===== config.mk =====
export PLATFORM = sky130hd
export DESIGN_NAME = nested_interrupt_controller
export DESIGN_NICKNAME = d
export VERILOG_FILES = /design/src/hdl/nic_pkg.sv /design/src/hdl/nic_grant.sv /design/src/hdl/nic_core.sv /design/src/hdl/nested_interrupt_controller.sv
export SDC_FILE = /design/constraint.sdc
export NUM_CORES = 1
export LEC_CHECK = 0
export BUFFER_PORTS_ARGS = -buffer_cell sky130_fd_sc_hd__buf_2
export CAP_MARGIN = 20
export CORE_MARGIN = 3
export CORE_UTILIZATION = 63
export DETAILED_ROUTE_END_ITERATION = 16
export PLACE_DENSITY = 0.94
export SETUP_SLACK_MARGIN = 0.1
export SYNTH_ARGS = -nofsm -noshare
export SYNTH_HDL_FRONTEND = slang
export SYNTH_SLANG_ARGS = --single-unit
export TNS_END_PERCENT = 1

===== constraint.sdc =====
create_clock -name aclk -period 6.6 [get_ports aclk]
set_input_delay 0.99 -clock aclk [delete_from_list [all_inputs] [get_ports aclk]]
set_output_delay 0.99 -clock aclk [all_outputs]
set_load 0.02 [all_outputs]

===== src/hdl/nic_pkg.sv =====
// ----------------------------------------------------------------------------
// nic_pkg
// Shared types, command codes and helpers for the nested interrupt controller.
// ----------------------------------------------------------------------------
package nic_pkg;

    localparam int unsigned LINE_W = 3;

    // Operation codes carried by each request
    typedef enum logic [1:0] {
        OP_WRITE = 2'd0,
        OP_READ  = 2'd1,
        OP_LINE  = 2'd2,
        OP_ACK   = 2'd3
    } op_t;

    // One-shot register-read selection
    typedef enum logic [1:0] {
        SEL_NONE = 2'd0,
        SEL_REQ  = 2'd1,
        SEL_SVC  = 2'd2
    } sel_t;

    // Command port bytes
    localparam logic [7:0] CMD_EOI_MASK = 8'hF8;
    localparam logic [7:0] CMD_EOI      = 8'h20;
    localparam logic [7:0] CMD_READ_IRR = 8'h0A;
    localparam logic [7:0] CMD_READ_ISR = 8'h0B;

    // Vector base handling
    localparam logic [7:0] BASE_MAX      = 8'd247;
    localparam logic [7:0] BASE_FALLBACK = 8'h08;
    localparam logic [7:0] BASE_ALIGN    = 8'hF8;
    localparam logic [7:0] BASE_RESET    = 8'h08;

    typedef struct packed {
        logic              found;
        logic [LINE_W-1:0] idx;
    } line_t;

    typedef struct packed {
        op_t               op;
        logic              port_select;
        logic [7:0]        write_data;
        logic [LINE_W-1:0] irq_line;
    } item_t;

    typedef struct packed {
        logic [7:0] read_data;
        logic [7:0] vector;
        logic       vector_valid;
        logic       intr;
    } result_t;

    // Lowest set bit of a byte
    function automatic line_t lowest_set(input logic [7:0] v);
        line_t r;
        r = '0;
        for (int i = 7; i >= 0; i--) begin
            if (v[i]) begin
                r.found = 1'b1;
                r.idx   = LINE_W'(i);
            end
        end
        return r;
    endfunction

endpackage


===== src/hdl/nic_grant.sv =====
// ----------------------------------------------------------------------------
// nic_grant
// Fully nested priority resolve: lowest unmasked request that outranks
// every in-service line.
// ----------------------------------------------------------------------------
module nic_grant #(
    parameter int unsigned LINES = 8
) (
    input  logic [7:0]     req,
    input  logic [7:0]     svc,
    input  logic [7:0]     mask,
    output nic_pkg::line_t grant
);

    localparam logic [7:0] LineMask = 8'((16'd1 << LINES) - 16'd1);

    nic_pkg::line_t cand;
    nic_pkg::line_t busy;

    assign cand = nic_pkg::lowest_set(req & ~mask & LineMask);
    assign busy = nic_pkg::lowest_set(svc & LineMask);

    always_comb begin
        grant       = cand;
        grant.found = cand.found && (!busy.found || (cand.idx < busy.idx));
    end

endmodule


===== src/hdl/nic_core.sv =====
// ----------------------------------------------------------------------------
// nic_core
// Controller state and the single-pass update for one request.
// ----------------------------------------------------------------------------
module nic_core #(
    parameter int unsigned LINES = 8
) (
    input  logic             aclk,
    input  logic             aresetn,
    input  logic             advance,
    input  nic_pkg::item_t   item,
    input  logic [7:0]       vector_base,
    output nic_pkg::result_t result
);

    localparam logic [7:0] LineMask = 8'((16'd1 << LINES) - 16'd1);

    logic [7:0]    req_reg,  req_next;
    logic [7:0]    svc_reg,  svc_next;
    logic [7:0]    mask_reg, mask_next;
    logic          intr_reg, intr_next;
    logic          intr_keep;
    logic          raise;
    nic_pkg::sel_t sel_reg,  sel_next;

    nic_pkg::line_t grant_now;
    nic_pkg::line_t grant_after;
    nic_pkg::line_t svc_low;
    logic [7:0]     base_eff;
    logic [7:0]     rd;
    logic [7:0]     vec;
    logic           vec_valid;

    nic_grant #(.LINES(LINES)) u_grant_now (
        .req   (req_reg),
        .svc   (svc_reg),
        .mask  (mask_reg),
        .grant (grant_now)
    );

    nic_grant #(.LINES(LINES)) u_grant_after (
        .req   (req_next),
        .svc   (svc_next),
        .mask  (mask_next),
        .grant (grant_after)
    );

    assign svc_low  = nic_pkg::lowest_set(svc_reg & LineMask);
    assign base_eff = (vector_base > nic_pkg::BASE_MAX) ? nic_pkg::BASE_FALLBACK
                                                         : (vector_base & nic_pkg::BASE_ALIGN);

    always_comb begin
        req_next  = req_reg;
        svc_next  = svc_reg;
        mask_next = mask_reg;
        sel_next  = sel_reg;
        intr_keep = intr_reg;
        raise     = 1'b0;
        rd        = '0;
        vec       = '0;
        vec_valid = 1'b0;
        unique case (item.op)
            nic_pkg::OP_WRITE: begin
                if (item.port_select) begin
                    mask_next = item.write_data;
                    raise     = 1'b1;
                end else if ((item.write_data & nic_pkg::CMD_EOI_MASK) == nic_pkg::CMD_EOI) begin
                    // non-specific end of interrupt: drop the highest in-service line
                    if (svc_low.found) begin
                        svc_next = svc_reg & ~(8'd1 << svc_low.idx);
                    end
                    raise = 1'b1;
                end else if (item.write_data == nic_pkg::CMD_READ_IRR) begin
                    sel_next = nic_pkg::SEL_REQ;
                end else if (item.write_data == nic_pkg::CMD_READ_ISR) begin
                    sel_next = nic_pkg::SEL_SVC;
                end
            end
            nic_pkg::OP_READ: begin
                if (item.port_select) begin
                    rd = mask_reg;
                end else begin
                    unique case (sel_reg)
                        nic_pkg::SEL_REQ: begin
                            rd       = req_reg;
                            sel_next = nic_pkg::SEL_NONE;
                        end
                        nic_pkg::SEL_SVC: begin
                            rd       = svc_reg;
                            sel_next = nic_pkg::SEL_NONE;
                        end
                        default: begin
                            rd = '0;
                        end
                    endcase
                end
            end
            nic_pkg::OP_LINE: begin
                if ({1'b0, item.irq_line} < (nic_pkg::LINE_W + 1)'(LINES)) begin
                    req_next = req_reg | (8'd1 << item.irq_line);
                    raise    = 1'b1;
                end
            end
            nic_pkg::OP_ACK: begin
                intr_keep = 1'b0;
                if (grant_now.found) begin
                    req_next  = req_reg & ~(8'd1 << grant_now.idx);
                    svc_next  = svc_reg | (8'd1 << grant_now.idx);
                    vec       = base_eff + 8'(grant_now.idx);
                    vec_valid = 1'b1;
                end
            end
            default: begin
                intr_keep = intr_reg;
            end
        endcase
    end

    assign intr_next = intr_keep | (raise & grant_after.found);

    always_ff @(posedge aclk) begin
        if (!aresetn) begin
            req_reg  <= '0;
            svc_reg  <= '0;
            mask_reg <= '0;
            intr_reg <= 1'b0;
            sel_reg  <= nic_pkg::SEL_NONE;
        end else if (advance) begin
            req_reg  <= req_next;
            svc_reg  <= svc_next;
            mask_reg <= mask_next;
            intr_reg <= intr_next;
            sel_reg  <= sel_next;
        end
    end

    always_comb begin
        result.read_data    = rd;
        result.vector       = vec;
        result.vector_valid = vec_valid;
        result.intr         = intr_next;
    end

endmodule


===== src/hdl/nested_interrupt_controller.sv =====
// ----------------------------------------------------------------------------
// nested_interrupt_controller
// Eight-line interrupt controller in fully nested mode.
// ----------------------------------------------------------------------------
// Usage: each request on the s_ channel is one operation (bus write, bus
// read, line request or processor acknowledge). Every request yields exactly
// one result on the m_ channel carrying read data, the acknowledge vector and
// the interrupt output level after that operation.
// Flow: an accepted request waits in the input register and is processed
// into the result register once that register is free or draining.
// Throughput: one request per cycle while m_ready is high; the input and the
// result register let a new request in while a result still waits to be taken.
// Stall: while m_ready is low and a result is held, one further request may
// wait in the input register; s_ready then drops until the result leaves.
// Reset (aresetn low, synchronous): request, in-service and mask bytes clear,
// the interrupt output drops, the read selection is cleared and the vector
// base returns to 8. Both channel registers empty.
// Configuration: cfg_write_en writes the vector base at once; write it only
// while no request is in flight.
// ----------------------------------------------------------------------------
module nested_interrupt_controller #(
    parameter int unsigned LINES = 8
) (
    input  logic                       aclk,
    input  logic                       aresetn,
    // configuration
    input  logic                       cfg_write_en,
    input  logic [7:0]                 cfg_write_data,
    // request channel
    input  logic                       s_valid,
    output logic                       s_ready,
    input  logic [1:0]                 s_op,
    input  logic                       s_port_select,
    input  logic [7:0]                 s_write_data,
    input  logic [nic_pkg::LINE_W-1:0] s_irq_line,
    // result channel
    output logic                       m_valid,
    input  logic                       m_ready,
    output logic [7:0]                 m_read_data,
    output logic [7:0]                 m_vector,
    output logic                       m_vector_valid,
    output logic                       m_intr
);

    logic             in_valid_reg;
    nic_pkg::item_t   in_item_reg;
    logic             out_valid_reg;
    nic_pkg::result_t out_res_reg;
    nic_pkg::result_t res;
    logic [7:0]       base_reg;
    logic             advance;

    // advance the held request when the result register is free or draining
    assign advance = in_valid_reg && (!out_valid_reg || m_ready);
    assign s_ready = !in_valid_reg || advance;

    // hold the vector base
    always_ff @(posedge aclk) begin
        if (!aresetn) begin
            base_reg <= nic_pkg::BASE_RESET;
        end else if (cfg_write_en) begin
            base_reg <= cfg_write_data;
        end
    end

    // input register
    always_ff @(posedge aclk) begin
        if (!aresetn) begin
            in_valid_reg <= 1'b0;
        end else if (s_ready) begin
            in_valid_reg <= s_valid;
        end
    end

    always_ff @(posedge aclk) begin
        if (s_valid && s_ready) begin
            in_item_reg.op          <= nic_pkg::op_t'(s_op);
            in_item_reg.port_select <= s_port_select;
            in_item_reg.write_data  <= s_write_data;
            in_item_reg.irq_line    <= s_irq_line;
        end
    end

    nic_core #(.LINES(LINES)) u_core (
        .aclk        (aclk),
        .aresetn     (aresetn),
        .advance     (advance),
        .item        (in_item_reg),
        .vector_base (base_reg),
        .result      (res)
    );

    // result register
    always_ff @(posedge aclk) begin
        if (!aresetn) begin
            out_valid_reg <= 1'b0;
        end else if (advance) begin
            out_valid_reg <= 1'b1;
        end else if (m_ready) begin
            out_valid_reg <= 1'b0;
        end
    end

    always_ff @(posedge aclk) begin
        if (advance) begin
            out_res_reg <= res;
        end
    end

    assign m_valid        = out_valid_reg;
    assign m_read_data    = out_res_reg.read_data;
    assign m_vector       = out_res_reg.vector;
    assign m_vector_valid = out_res_reg.vector_valid;
    assign m_intr         = out_res_reg.intr;

endmodule


==> reports/qor.csv <==
stage;metric;value;unit
status;status;completed;
yosys;leading area contributor after synthesis;edfxtp_1;
critical_path;crit-path max FO;9;
clock_tree;Inserted Clock Buffers;9;
drt;antenna-violating nets left;0;
timing;fmax;189;MHz
drt;DR iter-0 viols;350;
final_layout;FF/Latch Area;1640;um^2
placed_design;PortBufs;43;
critical_path;worst reg2reg startpoint;u_core.req_reg[6];
clock_tree;H-tree levels;3;
critical_path;r2r setup slk;1.32;ns
yosys;Post-Synthesis Cell Area;3860;um^2
critical_path;Worst EP required;6.86;ns
placed_design;DP Wirelength;7890;um
yosys;synth warn;0;
timing;fin crit period;5.28;ns
placed_design;final RePlAce weighted congestion;0.972;
clock_tree;# hold bufs at CTS;0;
critical_path;Critical-path top delay cell;o311ai_0;
clock_tree;CTS root buf;clkbuf_8;
final_layout;most frequent cells in the layout;nand2_1 (55), nor2_1 (48), buf_2 (43), dfxtp_1 (34), edfxtp_1 (32);
clock_tree;Reg clk slew, reported paths;0.08;ns
global_routing;vias in the first global route;3525;
global_routing;initial antenna violation count;0;
yosys;register area share after synthesis;42.5;%
drt;DRC errors left;0;
min_path;Hold EP;u_core.mask_reg[4];
floorplanning;Die Y;84.3;um
drt;first-pass iteration count of the detailed router;5;
final_layout;commonest non-fill, non-tap cell in the layout;nand2_1;
floorplanning;row count;27;
min_path;WHS Path Cells;2;
clock_tree;Sink Count;66;
timing;worst slew pin tran;1.02;ns
critical_path;reg-to-reg endpoint;u_core.intr_reg;
final_layout;# diodes;0;
min_path;HP Class;flop to flop;
clock_tree;deepest clock path buffer count;2;
yosys;#FFs+latches synth;66;
drt;final WL;10700;um
global_routing;grt ovf;0;
yosys;share of the synthesized area in the top cell type;24.9;%
power_and_ir_drop;Tot Pwr;965;uW
timing;final slew viol count;0;
floorplanning;die area;7110;um^2
timing;final setup fails;0;
critical_path;critical path, cell by cell;nor2b_1, a21oi_1, nor2_1, o311ai_0, inv_1, ha_1, o21a_1, o22ai_2, o21ai_2, nor2_1, a2111oi_0, nand3b_1, nor2b_1, ha_1, a21oi_1, nand3_1, o31a_1, o41ai_2;
final_layout;Area Overhead vs Synth;11.1;%
critical_path;FF-to-FF path depth;18;
clock_tree;Post-CTS Setup Bufs;0;
min_path;Hold Crit Start;u_core.mask_reg[4];
run;Max Cap Viol;0;
timing;setup TNS;0;ns
floorplanning;Starting Density;67.7;%
critical_path;Worst Setup End Kind;flop;
final_layout;fillers;425;
floorplanning;Die X;84.3;um
final_layout;area occupied by multi-input gates;2070;um^2
power_and_ir_drop;Pwr Density;225;nW/um^2
clock_tree;cts repair resizes;0;
global_routing;global-route wire length before repair;17100;um
yosys;Post-synth EDFFs;32;
global_routing;Tot GR Track Use;30.5;%
yosys;Distinct cells, synth;65;
yosys;Syn Nets;474;
timing;endpoints failing hold;0;
drt;DR vias;3620;
power_and_ir_drop;LEAKAGE;1.63;nW
clock_tree;Skew-Pair Late Insertion Delay;0.36;ns
timing;RSZ-0062 raised after global routing;no;
yosys;ys async rst share;0;%
drt;routed len/inst;19.4;um
floorplanning;IO Count;47;
clock_tree;CTS tree;yes;
critical_path;Worst EP arrival;5.55;ns
timing;Worst Clk Skew;0.0104;ns
floorplanning;Core ar.;5710;um^2
final_layout;Largest register FFs;14;
critical_path;CP Launch Type;flop;
power_and_ir_drop;peak supply drop;0.165;mV
critical_path;Critical path origin;u_core.req_reg[6];
final_layout;nets;512;
yosys;Syn Area/Cell;8.84;um^2
yosys;top cells by area, synth;edfxtp_1 (25%), dfxtp_1 (18%), nand2_1 (5.3%);
timing;period utilization;80.1;%
yosys;cells after synthesis;437;
critical_path;max incr delay on CP;0.81;ns
critical_path;critical path class;flop to flop;
yosys;top_reg_cell synth;dfxtp_1;
drt;DR vias/cell;6.56;
final_layout;share of layout cells above drive strength 1;15.4;%
global_routing;largest net degree at the start of global routing;41;
timing;Slew HR;31.8;%
-- cell families after synthesis --
group	share of synthesized area, %
simple gates	24.4
compound gates	23.6
flops	42.5
buf+inv	3.89
fa+ha+maj	3.24
mux	2.33
-- worst max-delay path, delay by kind of cell (launching register included) --
family | cells | cell delay, ns
buffers and inverters | 1 | 0.11
adders and majority gates | 2 | 0.62
and+or+nand+nor | 6 | 0.75
DFF | 1 | 0.37
AOI/OAI and AO/OA | 9 | 3.32
-- how the worst max path moves through the flow --
| stage | endpoint | slack (ns) | depth (start not counted) |
|---|---|---|---|
| floorplan | u_core.intr_reg | 2.52 | 18 |
| global placement | u_core.intr_reg | 1.63 | 18 |
| detailed placement | u_core.intr_reg | 1.46 | 18 |
| CTS | u_core.intr_reg | 1.40 | 18 |
| global route | u_core.intr_reg | 1.11 | 18 |
| finish | u_core.intr_reg | 1.32 | 18 |
-- report_power, final --
part	internal [mW]	switching, mW	leakage (nW)	total [mW]
logic	0.0604	0.104	0.945	0.165
registers	0.447	0.0206	0.588	0.467
clock network	0.162	0.171	0.0984	0.333
-- synth_stat cells, types with 3 or more instances --
master,count
edfxtp_1,32
o21ai_0,15
o221ai_1,4
a22o_1,8
nand2b_1,14
inv_1,18
o31ai_1,4
nand3_1,11
and2_1,8
nand2_1,55
ha_1,10
nor2_1,48
o22ai_1,3
nor2b_1,23
mux2i_1,9
o211ai_1,4
a211oi_1,6
a31oi_1,6
a311oi_1,3
dfxtp_1,34
clkbuf_1,14
a21oi_1,29
a22oi_1,9
a2111oi_0,3
o22a_1,5
nor3_1,12
-- metrics by stage --
stage | setup WS, ns | area [um^2] | instances | utilization (%) | hold slack (ns)
floorplan | 2.52 | 3860 | 437 | - | 0.452
global placement | 1.63 | 4100 | 536 | 71.8 | 0.462
detailed placement | 1.46 | 4100 | 536 | 71.8 | 0.486
CTS | 1.40 | 4290 | 552 | 75.2 | 0.496
global route | 1.11 | 4290 | 552 | 75.2 | 0.527
finish | 1.32 | 4290 | 552 | 75.2 | 0.503
-- cell type report --
| cell class | instances | share of cell area [%] |
|---|---|---|
| multi-input combinational | 335 | 48.2 |
| sequential | 66 | 38.2 |
| timing repair buffer | 44 | 5.19 |
| clock buffer | 10 | 3.47 |
| tap | 72 | 2.10 |
| inverter | 19 | 1.66 |
| clock inverter | 6 | 1.11 |
-- routing by layer --
metal	global-route usage (%)	up-vias	part of all wire (%)
met5	0	-	0
met4	14.5	0	3.8
met3	6.48	42	9.1
met2	50.7	209	48
met1	37.7	1676	39
li1	-	1693	-
(Power assumes the default switching activity.)
